--- config.mk ---
export PLATFORM = sky130hd
export DESIGN_NAME = int_to_ieee_float_convert_core
export DESIGN_NICKNAME = d
export VERILOG_FILES = /design/src/rtl/itf_pkg.sv /design/src/rtl/itf_normalize.sv /design/src/rtl/int_to_ieee_float_convert_core.sv
export SDC_FILE = /design/constraint.sdc
export NUM_CORES = 1
export LEC_CHECK = 0
export BUFFER_PORTS_ARGS = -buffer_cell sky130_fd_sc_hd__buf_2
export CAP_MARGIN = 5
export CORE_MARGIN = 3
export CORE_UTILIZATION = 64
export DETAILED_ROUTE_END_ITERATION = 16
export HOLD_SLACK_MARGIN = 0.02
export PLACE_DENSITY = 0.84
export REMOVE_ABC_BUFFERS = 1
export SLEW_MARGIN = 20
export SYNTH_ARGS = -nofsm -noshare
export SYNTH_HDL_FRONTEND = slang
export SYNTH_SLANG_ARGS = --single-unit
export TNS_END_PERCENT = 1
--- constraint.sdc ---
create_clock -name clock -period 5.96 [get_ports clock]
set_clock_uncertainty 0.15 [all_clocks]
set_input_delay 0.596 -clock clock [delete_from_list [all_inputs] [get_ports clock]]
set_output_delay 0.596 -clock clock [all_outputs]
set_load 0.03 [all_outputs]
--- src/rtl/itf_pkg.sv ---
// Shared types and constants for the integer to IEEE-754 converter.
// Used by itf_normalize and int_to_ieee_float_convert_core; no dependencies.
`default_nettype none

package itf_pkg;

   typedef enum logic [2:0] {
      MODE_S64_F64 = 3'd0,
      MODE_U64_F64 = 3'd1,
      MODE_U32_F64 = 3'd2,
      MODE_U64_F32 = 3'd3,
      MODE_U32_F32 = 3'd4
   } mode_type;

   localparam int unsigned VALUE_W  = 64;
   localparam int unsigned LZ_W     = 6;
   localparam int unsigned DBL_EXP_W  = 11;
   localparam int unsigned DBL_FRAC_W = 52;
   localparam int unsigned SGL_EXP_W  = 8;
   localparam int unsigned SGL_FRAC_W = 23;

   // Bias plus the position of the top bit of a 64-bit word.
   localparam logic [DBL_EXP_W-1:0] DBL_EXP_TOP = DBL_EXP_W'(1023 + 63);
   localparam logic [SGL_EXP_W-1:0] SGL_EXP_TOP = SGL_EXP_W'(127 + 63);

   // Control that travels alongside the datapath of one item.
   typedef struct packed {
      logic valid;
      logic sign;
      logic single;
      logic zero;
   } ctl_type;

endpackage

`default_nettype wire

--- src/rtl/itf_normalize.sv ---
// Two-stage normaliser: leading-zero count, then left shift.
// Depends on itf_pkg for the control struct and widths.
`default_nettype none

module itf_normalize (
   input  wire                              clock,
   input  wire                              reset,
   input  wire  itf_pkg::ctl_type           ctl_i,
   input  wire  [itf_pkg::VALUE_W-1:0]      mag_i,
   output itf_pkg::ctl_type                 ctl_o,
   output logic [itf_pkg::LZ_W-1:0]         lz_o,
   output logic [itf_pkg::VALUE_W-1:0]      norm_o
);
   import itf_pkg::*;

   ctl_type              lzc_ctl_ff, lzc_ctl_in;
   logic [VALUE_W-1:0]   lzc_mag_ff;
   logic [LZ_W-1:0]      lzc_lz_ff, lzc_lz_in;

   ctl_type              sh_ctl_ff, sh_ctl_in;
   logic [VALUE_W-1:0]   sh_norm_ff, sh_norm_in;
   logic [LZ_W-1:0]      sh_lz_ff;

   // Binary search for the leading one, halving the window each step.
   always_comb begin
      logic [VALUE_W-1:0] v;
      v = mag_i;
      lzc_lz_in = '0;
      if (v[63:32] == '0) begin
         lzc_lz_in[5] = 1'b1;
         v = v << 32;
      end
      if (v[63:48] == '0) begin
         lzc_lz_in[4] = 1'b1;
         v = v << 16;
      end
      if (v[63:56] == '0) begin
         lzc_lz_in[3] = 1'b1;
         v = v << 8;
      end
      if (v[63:60] == '0) begin
         lzc_lz_in[2] = 1'b1;
         v = v << 4;
      end
      if (v[63:62] == '0) begin
         lzc_lz_in[1] = 1'b1;
         v = v << 2;
      end
      if (v[63] == 1'b0) begin
         lzc_lz_in[0] = 1'b1;
      end
      lzc_ctl_in = ctl_i;
   end

   always_comb begin
      sh_norm_in = lzc_mag_ff << lzc_lz_ff;
      sh_ctl_in  = lzc_ctl_ff;
   end

   always_ff @(posedge clock) begin
      if (reset) begin
         lzc_ctl_ff <= '0;
         sh_ctl_ff  <= '0;
      end else begin
         lzc_ctl_ff <= lzc_ctl_in;
         sh_ctl_ff  <= sh_ctl_in;
      end
   end

   always_ff @(posedge clock) begin
      lzc_mag_ff <= mag_i;
      lzc_lz_ff  <= lzc_lz_in;
      sh_norm_ff <= sh_norm_in;
      sh_lz_ff   <= lzc_lz_ff;
   end

   assign ctl_o  = sh_ctl_ff;
   assign lz_o   = sh_lz_ff;
   assign norm_o = sh_norm_ff;

endmodule

`default_nettype wire

--- src/rtl/int_to_ieee_float_convert_core.sv ---
// Top level of the integer to IEEE-754 converter (truncating, no rounding).
// Depends on itf_pkg and itf_normalize.
//
// Usage:
//   Raise start with req_mode and req_value; the item is taken at that clock
//   edge. busy is always low, so a new item may be presented every cycle.
//   Modes: signed 64 to double, unsigned 64 to double, unsigned 32 to double,
//   unsigned 64 to single, unsigned 32 to single; other codes give zero.
//   An item passes through four register stages (operand magnitude,
//   leading-zero count, left shift, field packing) before its result is
//   shown on rsp_float_bits with rsp_valid high.
//   Throughput: one item per cycle, since every stage takes a new item in
//   each cycle and nothing ever waits.
//   The result is shown for exactly one cycle; the receiver cannot stall
//   the block, so nothing is held back.
//   Reset (synchronous, active high) clears the valid bits of all stages, so
//   items in flight are dropped and no result appears until new items arrive.
`default_nettype none

module int_to_ieee_float_convert_core (
   input  wire                           clock,
   input  wire                           reset,
   input  wire                           start,
   output logic                          busy,
   input  wire  [2:0]                    req_mode,
   input  wire  [itf_pkg::VALUE_W-1:0]   req_value,
   output logic                          rsp_valid,
   output logic [itf_pkg::VALUE_W-1:0]   rsp_float_bits
);
   import itf_pkg::*;

   ctl_type              op_ctl_ff, op_ctl_in;
   logic [VALUE_W-1:0]   op_mag_ff, op_mag_in;

   ctl_type              nrm_ctl;
   logic [LZ_W-1:0]      nrm_lz;
   logic [VALUE_W-1:0]   nrm_norm;

   logic                 out_valid_ff, out_valid_in;
   logic [VALUE_W-1:0]   out_bits_ff, out_bits_in;

   assign busy = 1'b0;

   // Stage 1: choose the magnitude and the sign for the mode.
   always_comb begin
      op_ctl_in       = '0;
      op_ctl_in.valid = start;
      op_mag_in       = '0;
      case (req_mode)
         MODE_S64_F64: begin
            op_ctl_in.sign = req_value[VALUE_W-1];
            op_mag_in      = req_value[VALUE_W-1] ? (~req_value + 64'd1) : req_value;
         end
         MODE_U64_F64: op_mag_in = req_value;
         MODE_U32_F64: op_mag_in = {32'd0, req_value[31:0]};
         MODE_U64_F32: begin
            op_ctl_in.single = 1'b1;
            op_mag_in        = req_value;
         end
         MODE_U32_F32: begin
            op_ctl_in.single = 1'b1;
            op_mag_in        = {32'd0, req_value[31:0]};
         end
         default: op_mag_in = '0;
      endcase
      op_ctl_in.zero = (op_mag_in == '0);
   end

   itf_normalize u_normalize (
      .clock  (clock),
      .reset  (reset),
      .ctl_i  (op_ctl_ff),
      .mag_i  (op_mag_ff),
      .ctl_o  (nrm_ctl),
      .lz_o   (nrm_lz),
      .norm_o (nrm_norm)
   );

   // Final stage: exponent from the leading-zero count, fraction truncated.
   always_comb begin
      logic [DBL_EXP_W-1:0] dbl_exp;
      logic [SGL_EXP_W-1:0] sgl_exp;
      dbl_exp      = DBL_EXP_TOP - DBL_EXP_W'(nrm_lz);
      sgl_exp      = SGL_EXP_TOP - SGL_EXP_W'(nrm_lz);
      out_valid_in = nrm_ctl.valid;
      if (nrm_ctl.zero) begin
         out_bits_in = '0;
      end else if (nrm_ctl.single) begin
         out_bits_in = {32'd0, 1'b0, sgl_exp, nrm_norm[62 -: SGL_FRAC_W]};
      end else begin
         out_bits_in = {nrm_ctl.sign, dbl_exp, nrm_norm[62 -: DBL_FRAC_W]};
      end
   end

   always_ff @(posedge clock) begin
      if (reset) begin
         op_ctl_ff    <= '0;
         out_valid_ff <= 1'b0;
      end else begin
         op_ctl_ff    <= op_ctl_in;
         out_valid_ff <= out_valid_in;
      end
   end

   always_ff @(posedge clock) begin
      op_mag_ff   <= op_mag_in;
      out_bits_ff <= out_bits_in;
   end

   assign rsp_valid      = out_valid_ff;
   assign rsp_float_bits = out_bits_ff;

`ifndef NO_ASSERTIONS
   a_latency: assert property (@(posedge clock) disable iff (reset)
      rsp_valid |-> $past(start, 4))
      else $error("result without an item taken four cycles earlier");

   a_normalised: assert property (@(posedge clock) disable iff (reset)
      (nrm_ctl.valid && !nrm_ctl.zero) |-> nrm_norm[VALUE_W-1])
      else $error("shifted operand has no leading one at the top");

   a_single_upper: assert property (@(posedge clock) disable iff (reset)
      (nrm_ctl.valid && nrm_ctl.single) |=> (rsp_float_bits[63:32] == 32'd0))
      else $error("single result has upper bits set");

   a_zero_result: assert property (@(posedge clock) disable iff (reset)
      (nrm_ctl.valid && nrm_ctl.zero) |=> (rsp_float_bits == '0))
      else $error("zero operand gave a nonzero result");
`endif

endmodule

`default_nettype wire
==> results.yml, run 1 <==
power:
  pwr-share-seq_pct: 41.5
  p_int_mw: 3.69
  ir_drop_uv: 202
  power.density_nw_per_um2: 387
  pwr-share-comb_pct: 31.9
  power.leakage_nw: 6.04
  clkPwrFrac_pct: 26.6
  power.net_switching_mw: 2.02
  swShare_pct: 35.3
clock_network:
  clk_latency_ns: 0.51
  cts_max_path_buffers: 3
  cts_tree: "built"
  clkSinkCount: 268
  root_buffer: "clkbuf_16"
  cts-htree-levels: 1
  hold_buffers: 0
  path_clk_slew_ns: 0.07
  post_cts_resized: 0
  cts_setup_buffers: 0
  numCtsBuffers: 23
timing:
  fin_crit_ns: 3.99
  timing.slew.headroom_pct: 26.8
  setup-tns-final_ns: 0
  worst_pin_slew_ns: 1.10
  hold_ws_ns: 0.170
  rsz0062_at_grt: "no"
  setup_viol: 0
  final_hold_viol_count: 0
  slew_viol_final: 0
  period_share_pct: 66.9
  fmax_mhz: 251
worst_hold_path:
  min_from: "start"
  whs_endpoint: "op_ctl_ff[3]$_SDFF_PP0_"
  holdPathStages: 2
  worstHoldPathType: "input pin to flop"
job:
  cap_violations: 0
synthesis:
  yosysWarningCount: 0
  syn_area_um2: 13200
  yosys-top-cells-area: "dfxtp_1 41%, mux4_2 7.3%, mux2i_1 6.6%"
  synthFlopType: "dfxtp_1"
  synth-seq-cells: 268
  avgSynthCellArea_um2: 8.61
  yosys.area.top_type: "dfxtp_1"
  async_flop_share_pct: 0
  ys_types: 71
  synth_top_area_share_pct: 40.6
  synth-edff-count: 0
  synth_seq_area_share_pct: 40.6
  syn_inst: 1536
final_layout:
  fillers: 1461
  drive_gt1_share_pct: 17.6
  areaGrowthSynthToFinish_pct: 11.5
  final_cell_mix: "262 x dfxtp_1, 185 x nand2_1, 176 x nor2_1, 134 x buf_2, 128 x a21oi_1"
  layout_commonest_cell: "dfxtp_1"
  nets: 1676
  antenna_cells: 0
detailed_routing:
  viasPerCell: 6.51
  dr.pass1.iters: 5
  drc: 0
  ant_nets: 0
  via_count: 12271
  finalWirelength_um: 39900
  wire_per_inst_um: 21.2
  drt_iter0_markers: 1114
placement:
  gp_congestion: 0.995
  dp_hpwl_um: 29600
  portBuffers: 134
floorplan:
  ios: 136
  start_util_pct: 66.6
  die-area_um2: 22400
  die_width_um: 150
  rows: 51
  die_y_um: 150
  core_um2: 19800
critical_path:
  path_buf_inv: 2
  cp_max_fo: 10
  rr_worst_depth: 9
  worstPathArrival_ns: 4.26
  critPathCaptureType: "flop"
  worst-setup-path-type: "input pin to flop"
  r2r_start: "op_mag_ff[37]$_DFF_P_"
  reg2reg_slack_ns: 2.13
  slowest_delay_ns: 0.79
  cp_common_cell: "or4_1"
  cp_cell_sequence: "buf_2 > inv_1 > ha_1 > nor2b_1 > nand4_2 > or4_1 > o41ai_1 > or4_1 > o21ai_1 > nor4_1 > nand4bb_1 > nor4_2"
  critPathRequiredTime_ns: 6.24
  critPathTopFamily: "simple AND/OR/NAND/NOR gates"
  slowest_stage: "or4_1"
  startpoint_type: "input pin"
  r2r_end: "u_normalize.lzc_lz_ff[1]$_DFF_P_"
global_route:
  track_usage_pct: 34.9
  grt_remaining_overflow: 0
  grt_pass1_wl_um: 62100
  grt_pass1_vias: 11536
  grt_antenna_before_repair: 0
  grt_max_degree: 75
outcome:
  run_status: "complete, no violations"
worst max path at each step:
stage | from | to | slack (ns) | depth (start not counted)
4_1_cts | req_value[0] | op_ctl_ff[0]$_SDFF_PP0_ | 2.06 | 12
5_1_grt | req_value[0] | op_ctl_ff[0]$_SDFF_PP0_ | 1.85 | 12
2_1_floorplan | op_mag_ff[37]$_DFF_P_ | u_normalize.lzc_lz_ff[1]$_DFF_P_ | 1.21 | 8
3_3_place_gp | req_value[0] | op_ctl_ff[0]$_SDFF_PP0_ | 1.70 | 12
3_5_place_dp | req_value[0] | op_ctl_ff[0]$_SDFF_PP0_ | 1.53 | 12
6_report | req_value[0] | op_ctl_ff[0]$_SDFF_PP0_ | 1.97 | 12
power groups by stage:
stage	clock network (mW)	registers, mW	logic (mW)
3_5_place_dp	0	2.40	1.77
4_1_cts	1.53	2.37	1.79
6_report	1.52	2.37	1.82
2_1_floorplan	0	2.69	0.921
5_1_grt	1.60	2.41	1.96
3_3_place_gp	0	2.38	1.74
metrics by stage:
step	std cells	power, mW	util (%)	worst slack, ns	area [µm²]
2_1_floorplan	1426	3.61	-	1.21	12800
3_3_place_gp	1844	4.12	70.3	1.70	13900
3_5_place_dp	1844	4.17	70.3	1.53	13900
4_1_cts	1886	5.69	74.3	2.06	14700
5_1_grt	1886	5.96	74.3	1.85	14700
6_report	1886	5.70	74.3	1.97	14700
cell type report:
class,count,area (µm²),area share (%)
multi-input combinational,1125,7310,49.6
sequential,268,5380,36.5
timing repair buffer,153,813,5.52
clock buffer,30,662,4.49
tap,265,332,2.25
clock inverter,12,128,0.866
inverter,33,124,0.840
state kept, by name, indices dropped and copies added, names as in the netlist:
name / cells
op_ctl_ff: 4
op_mag_ff: 64
rsp_float_bits: 64
rsp_valid: 1
u_normalize.ctl_o: 4
u_normalize.lz_o: 6
u_normalize.lzc_ctl_ff: 4
u_normalize.lzc_lz_ff: 6
u_normalize.lzc_mag_ff: 63
u_normalize.norm_o: 52
layer usage:
layer | global-route usage (%) | up-vias | share of wire [%]
met4 | 19.3 | 0 | 6.1
met1 | 43.0 | 5725 | 39
met5 | 0 | - | 0
li1 | - | 5724 | -
met3 | 3.73 | 152 | 7.3
met2 | 60.0 | 670 | 48
kinds of logic (layout without fill, tap and decap cells):
kind of cell	Yosys count	in the layout	share of synthesized area, %
AND/OR/NAND/NOR	615	615	22.8
adder cells (fa/ha/maj)	2	2	0.189
multiplexers	143	143	15.0
flip-flops	268	268	40.6
AO/OA/AOI/OAI	359	359	16.9
XOR/XNOR	5	5	0.331
buffers and inverters	143	228	4.21
other	1	1	0.0284
synthesized netlist by cell type, drive strengths merged, types with 6 or more instances:
| master | number |
|---|---|
| mux2 | 13 |
| o31ai | 19 |
| nand3 | 28 |
| or3 | 21 |
| nor3 | 39 |
| mux4 | 43 |
| nand2 | 185 |
| mux2i | 87 |
| a21oi | 128 |
| o21ai | 79 |
| or2 | 8 |
| buf | 23 |
| nand4 | 15 |
| a211oi | 18 |
| o311ai | 6 |
| nor3b | 6 |
| a31oi | 13 |
| nor2b | 24 |
| o32ai | 8 |
| o211ai | 12 |
| dfxtp | 268 |
| o22ai | 20 |
| inv | 33 |
| or4 | 20 |
| clkbuf | 87 |
| and2 | 36 |
| o41ai | 10 |
| a21o | 6 |
| nor4 | 37 |
| nor2 | 177 |
No activity file was read; power rests on OpenSTA's default activity.
==> run 2, diff against run 1 <==
--- a/config.mk
+++ b/config.mk
@@ -5,13 +5,14 @@
 export SDC_FILE = /design/constraint.sdc
 export NUM_CORES = 1
 export LEC_CHECK = 0
+export ABC_AREA = 1
 export BUFFER_PORTS_ARGS = -buffer_cell sky130_fd_sc_hd__buf_2
 export CAP_MARGIN = 5
 export CORE_MARGIN = 3
-export CORE_UTILIZATION = 64
+export CORE_UTILIZATION = 54
 export DETAILED_ROUTE_END_ITERATION = 16
 export HOLD_SLACK_MARGIN = 0.02
-export PLACE_DENSITY = 0.84
+export PLACE_DENSITY = 0.75
 export REMOVE_ABC_BUFFERS = 1
 export SLEW_MARGIN = 20
 export SYNTH_ARGS = -nofsm -noshare
==> constraint.sdc (replaced) <==
create_clock -name clock -period 3.5 [get_ports clock]
set_clock_uncertainty 0.15 [all_clocks]
set_input_delay 0.35 -clock clock [delete_from_list [all_inputs] [get_ports clock]]
set_output_delay 0.35 -clock clock [all_outputs]
set_load 0.03 [all_outputs]
==> run 2 against run 1 <==
Net effect:
- final cell count grew 30%
- via count grew 8.0%
- clock power grew 70%
- utilization shrank 10 points
- worst hold slack lost 0.15 ns
- count of clock-buffer cells in the layout is the same
- first-iteration DRC count shrank 8.8%
- combinational power grew 150%
- die area grew 18%
==> results.yml, run 2 <==
critical_path:
  r2r_start: "op_mag_ff[41]$_DFF_P_"
  critPathCaptureType: "flop"
  path_buf_inv: 4
  slowest_stage: "dlygate4sd3_1"
  rr_worst_depth: 22
  crit_path_end: "op_ctl_ff[0]$_SDFF_PP0_"
  startpoint_type: "input pin"
  worst-setup-path-type: "input pin to flop"
  cp_common_cell: "nor2_1"
  critPathRequiredTime_ns: 3.79
  critPathTopFamily: "simple AND/OR/NAND/NOR gates"
  reg2reg_slack_ns: 0.39
  r2r_end: "u_normalize.lzc_lz_ff[0]$_DFF_P_"
  slowest_delay_ns: 0.54
  worstPathArrival_ns: 3.49
  critical_path_depth: 20
  cp_max_fo: 5
  cp_cell_sequence: "dlygate4sd3_1 > buf_2 > nor2_1 > nand4_1 > nor3_2 > nand3_2 > inv_2 > nand3_2 > nor2_4 > nor2_1 > inv_2 > nand2_1 > and3_1 > a21oi_1 > nand3_1 > nor2_1 > nand2_1 > nor2_1 > nand3_1 > nor2_1"
  crit_path_start: "req_value[3]"
floorplan:
  rows: 56
  die-area_um2: 26500
  core_um2: 23800
  die_y_um: 163
  start_util_pct: 55.7
  ios: 136
  die_width_um: 163
power:
  power.net_switching_mw: 4.49
  pwr-share-comb_pct: 40.1
  ir_drop_uv: 583
  swShare_pct: 40.1
  power.density_nw_per_um2: 732
  p_int_mw: 6.71
  clkPwrFrac_pct: 23.1
  power.leakage_nw: 7.44
  pwr-share-seq_pct: 36.8
worst_hold_path:
  worstHoldPathType: "input pin to flop"
timing:
  slew_viol_final: 0
  rsz0062_at_grt: "no"
  final_hold_viol_count: 0
  period_share_pct: 91.4
  fin_crit_ns: 3.20
  fmax_mhz: 313
  setup_viol: 0
  worst_pin_slew_ns: 0.980
  timing.slew.headroom_pct: 34.7
detailed_routing:
  via_count: 13249
  finalWirelength_um: 40800
  dr.pass1.iters: 5
  drt_iter0_markers: 1016
  ant_nets: 0
  wire_per_inst_um: 16.7
  drc: 0
  viasPerCell: 5.41
final_layout:
  fillers: 2195
  final_cell_count_no_fill: 2451
  utilization_pct: 64.3
  layout_commonest_cell: "nand2_1"
  nets: 2189
  areaGrowthSynthToFinish_pct: 15.5
  drive_gt1_share_pct: 12.0
  final_cell_mix: "485 x nand2_1, 267 x dfxtp_1, 248 x inv_1, 245 x nor2_1, 213 x o21ai_0"
  antenna_cells: 0
job:
  cap_violations: 0
global_route:
  track_usage_pct: 30.3
  grt_antenna_before_repair: 0
  use_met3_pct: 2.67
  grt_max_degree: 67
  grt_pass1_vias: 12420
  met1_usage_pct: 36.5
  grt_remaining_overflow: 0
  grt.busiest_layer: "met2"
  gr-usage-met2_pct: 54.6
  grt_pass1_wl_um: 64600
synthesis:
  avgSynthCellArea_um2: 6.65
  syn_inst: 1993
  synth_top_area_share_pct: 40.5
  ys_types: 48
  yosys-top-cells-area: "dfxtp_1 40%, nand2_1 14%, o21ai_0 8.1%"
  syn_area_um2: 13300
  synthFlopType: "dfxtp_1"
  yosys.area.top_type: "dfxtp_1"
  yosysWarningCount: 0
  synth.most_common_cell: "nand2_1"
  synth-seq-cells: 268
  ys_top_cells_by_count: "485 x nand2_1, 268 x dfxtp_1, 248 x inv_1"
  synth-edff-count: 0
  async_flop_share_pct: 0
  synth_seq_area_share_pct: 40.5
placement:
  gp_congestion: 1.03
  dp_hpwl_um: 32200
  portBuffers: 134
  dp_cells: 2389
clock_network:
  cts_max_path_buffers: 3
  path_clk_slew_ns: 0.06
  cts-htree-levels: 1
  clk_latency_ns: 0.52
  root_buffer: "clkbuf_16"
  cts_tree: "built"
  clkSinkCount: 268
  numCtsBuffers: 23
outcome:
  run_status: "complete, no violations"
run 2: cell types whose count changed after synthesis, sizes merged, moves of 21 or more:
cell	change
nand2	+310
inv	+220
o21ai	+141
nand3	+108
a21oi	-81
nor2	+81
mux2i	-54
mux4	-43
and2	-34
nor4	-25
nor2b	-24
o221ai	+22
or3	-21
run 2: cells by family (layout without fill, tap and decap cells):
group,count (synthesis),after routing,share of synthesized area (%)
AOI/OAI and AO/OA,368,368,15.8
DFF,268,268,40.5
muxes,33,33,2.49
other,1,1,0.0283
adders and majority gates,2,2,0.189
and+or+nand+nor,960,960,30.3
buffers and inverters,351,490,10.1
xor gates and xnor gates,10,10,0.660
run 2: what timing repair did:
action,in CTS,in global routing
setup endpoints to repair,0,1
hold buffers,22,0
endpoints found under the hold margin,22,0
buffers inserted,0,0
gates resized for setup,0,13
run 2: worst min-delay path by stage:
stage	depth (start not counted)	from	end
2_1_floorplan	0	op_mag_ff[0]$_DFF_P_	u_normalize.lzc_mag_ff[0]$_DFF_P_
3_3_place_gp	0	op_mag_ff[0]$_DFF_P_	u_normalize.lzc_mag_ff[0]$_DFF_P_
3_5_place_dp	0	op_mag_ff[0]$_DFF_P_	u_normalize.lzc_mag_ff[0]$_DFF_P_
4_1_cts	3	req_value[31]	op_mag_ff[31]$_DFF_P_
5_1_grt	3	req_value[49]	op_mag_ff[49]$_DFF_P_
6_report	3	req_value[49]	op_mag_ff[49]$_DFF_P_
run 2: final cells by class:
class	instances	area, µm²	share of cell area (%)
Sequential cell	268	5370	35.0
Timing Repair Buffer	195	1210	7.89
Multi-Input combinational cell	1374	6610	43.1
Tap cell	319	399	2.61
Clock inverter	10	135	0.882
Clock buffer	30	642	4.19
Inverter	255	957	6.25
run 2: per-stage QoR:
step	worst slack [ns]	instance area, µm²	hold WS (ns)	setup TNS, ns	power (mW)
final	0.301	15300	0.0222	0	11.2
after global routing	0.00255	15300	0.0270	0	11.8
after CTS	0.183	15300	0.0215	0	11.2
after detailed placement	0.219	14300	0.189	0	8.58
after global placement	0.339	14300	0.164	0	8.51
after floorplan	-0.382	12900	0.160	-12.19	7.09
run 2: power groups by stage:
stage	Sequential [mW]	Clock, mW	Combinational, mW
2_1_floorplan	4.92	0	2.17
4_1_cts	4.13	2.62	4.45
6_report	4.12	2.59	4.49
3_3_place_gp	4.16	0	4.36
5_1_grt	4.19	2.74	4.92
3_5_place_dp	4.18	0	4.39
run 2: layer usage:
layer,part of all wire [%],vias to the layer above
li1,-,6697
met1,40,5906
met2,49,542
met3,5.8,104
met4,5.2,0
met5,0,-
run 2: worst min-delay path, stage by stage:
cell and delay (ns):
buf_2 0.13, a22oi_2 0.11, inv_1 0.06
==> run 3, diff against run 2 <==
--- a/config.mk
+++ b/config.mk
@@ -8,8 +8,10 @@
 export ABC_AREA = 1
 export BUFFER_PORTS_ARGS = -buffer_cell sky130_fd_sc_hd__buf_2
 export CAP_MARGIN = 5
+export CELL_PAD_IN_SITES_DETAIL_PLACEMENT = 1
+export CELL_PAD_IN_SITES_GLOBAL_PLACEMENT = 2
 export CORE_MARGIN = 3
-export CORE_UTILIZATION = 54
+export CORE_UTILIZATION = 30
 export DETAILED_ROUTE_END_ITERATION = 16
 export HOLD_SLACK_MARGIN = 0.02
 export PLACE_DENSITY = 0.75
==> run 3 against run 2 <==
Net effect:
- count of clock-buffer cells in the layout grew 3
- sequential share of layout area fell by 1.6 points
- largest cell class unchanged
- worst hold slack improved by 0.020 ns
- highest routed layer unchanged
- clock power rose by 7%
- register-to-register slack is essentially flat
- non-clock buffer count up 34
- sequential cell count unchanged
- final area grew 4.6%
- utilization decreased by 27 points
- via count is 0.38% higher
==> results.yml, run 3 (synthesis gave the netlist of run 2 again) <==
timing:
  timing.slew.headroom_pct: 35.9
  final_hold_viol_count: 0
  fin_crit_ns: 3.17
  setup_viol: 0
  hold_ws_ns: 0.0419
  finalWorstSetupSlack_ns: 0.333
  worst_pin_slew_ns: 0.959
  slew_viol_final: 0
  fmax_mhz: 316
  rsz0062_at_grt: "no"
  period_share_pct: 90.5
  setup-tns-final_ns: 0
critical_path:
  critPathRequiredTime_ns: 3.82
  slowest_stage: "dlygate4sd3_1"
  cp_common_cell: "nor2_1"
  critPathTopFamily: "simple AND/OR/NAND/NOR gates"
  cp_cell_sequence: "dlygate4sd3_1 > buf_2 > nor2_1 > nand4_1 > nor3_4 > nand3_2 > inv_2 > nand3_2 > nor2_4 > nor2_1 > inv_2 > nand2_1 > and3_1 > a21oi_1 > nand3_1 > nor2_1 > nand2_1 > nor2_1 > nand3_1 > nor2_1"
  cp_max_fo: 5
  slowest_delay_ns: 0.55
  startpoint_type: "input pin"
  worst-setup-path-type: "input pin to flop"
  worstPathArrival_ns: 3.49
  critPathCaptureType: "flop"
  path_buf_inv: 4
clock_network:
  path_clk_slew_ns: 0.06
  cts_max_path_buffers: 3
  clkSinkCount: 268
  numCtsBuffers: 26
  cts_setup_buffers: 0
  cts_tree: "built"
  clk_latency_ns: 0.55
  root_buffer: "clkbuf_16"
  cts-htree-levels: 1
global_route:
  grt_remaining_overflow: 0
  track_usage_pct: 20.5
  grt_max_degree: 67
  grt_pass1_wl_um: 76300
  grt_pass1_vias: 13733
  grt_antenna_before_repair: 1
power:
  power.density_nw_per_um2: 721
  ir_drop_uv: 391
  power.leakage_nw: 7.64
  p_total_mw: 11.6
placement:
  dp_hpwl_um: 39900
  gp_congestion: 0.901
  pre_cts_ws_ns: 0.139
  portBuffers: 134
detailed_routing:
  viasPerCell: 4.83
  finalWirelength_um: 48600
  dr.pass1.iters: 4
  drt_iter0_markers: 629
  ant_nets: 0
  drc: 0
  wire_per_inst_um: 17.6
  via_count: 13299
floorplan:
  start_util_pct: 30.6
  die-area_um2: 46800
  rows: 76
  die_width_um: 216
  core_um2: 43400
  die_y_um: 216
  ios: 136
final_layout:
  drive_gt1_share_pct: 13.1
  antenna_cells: 0
  final_cell_mix: "482 x nand2_1, 267 x dfxtp_1, 248 x inv_1, 245 x nor2_1, 213 x o21ai_0"
  nets: 2226
  fillers: 5682
  areaGrowthSynthToFinish_pct: 20.8
  layout_commonest_cell: "nand2_1"
job:
  cap_violations: 0
worst_hold_path:
  worstHoldPathType: "input pin to flop"
outcome:
  run_status: "complete, no violations"
[run 3: metrics by stage]
| step | area, µm² | util [%] | instances |
|---|---|---|---|
| after floorplan | 12900 | - | 1897 |
| after global placement | 14800 | 34.0 | 2675 |
| after detailed placement | 14800 | 34.0 | 2675 |
| after CTS | 15900 | 36.8 | 2755 |
| after global routing | 16000 | 37.0 | 2756 |
| final | 16000 | 37.0 | 2756 |
[run 3: per-layer routing]
metal	part of all wire (%)	global-route usage (%)	vias to the layer above
li1	-	-	6774
met1	44	25.2	6197
met2	48	36.5	240
met3	3.0	1.93	88
met4	4.7	8.65	0
met5	0	0	-
[run 3: worst min-delay path: stages]
cell and delay, ns:
buf_2 0.11, nand2_1 0.05, nand2_1 0.05, o22ai_1 0.10
[run 3: layout make-up]
type | count | area [µm²] | share of cell area, %
multi-input cells | 1374 | 6620 | 41.3
flip-flops and latches | 268 | 5370 | 33.5
repair buffers | 229 | 1510 | 9.42
inverters | 255 | 957 | 5.97
well taps | 585 | 732 | 4.57
clock buffers | 33 | 728 | 4.54
clock inverters | 12 | 116 | 0.726
[run 3: power breakdown]
part,switching [mW],internal (mW),total [mW]
logic,3.30,1.38,4.68
clock network,1.15,1.61,2.76
registers,0.257,3.86,4.11
[run 3: timing repair]
item	4_1_cts	5_1_grt
setup endpoints to repair	0	1
hold endpoints to repair	39	0
hold buffers	35	0
resized for setup	0	16
[run 3: final timing paths]
check / cells after the start / from / slack [ns] / end
worst max-delay path: 20 / req_value[3] / 0.33 / op_ctl_ff[0]$_SDFF_PP0_
worst min-delay path: 4 / req_value[25] / 0.04 / op_mag_ff[25]$_DFF_P_
worst max register to register: 25 / op_mag_ff[39]$_DFF_P_ / 0.40 / u_normalize.lzc_lz_ff[0]$_DFF_P_
worst min register to register: 0 / op_mag_ff[0]$_DFF_P_ / 0.18 / u_normalize.lzc_mag_ff[0]$_DFF_P_
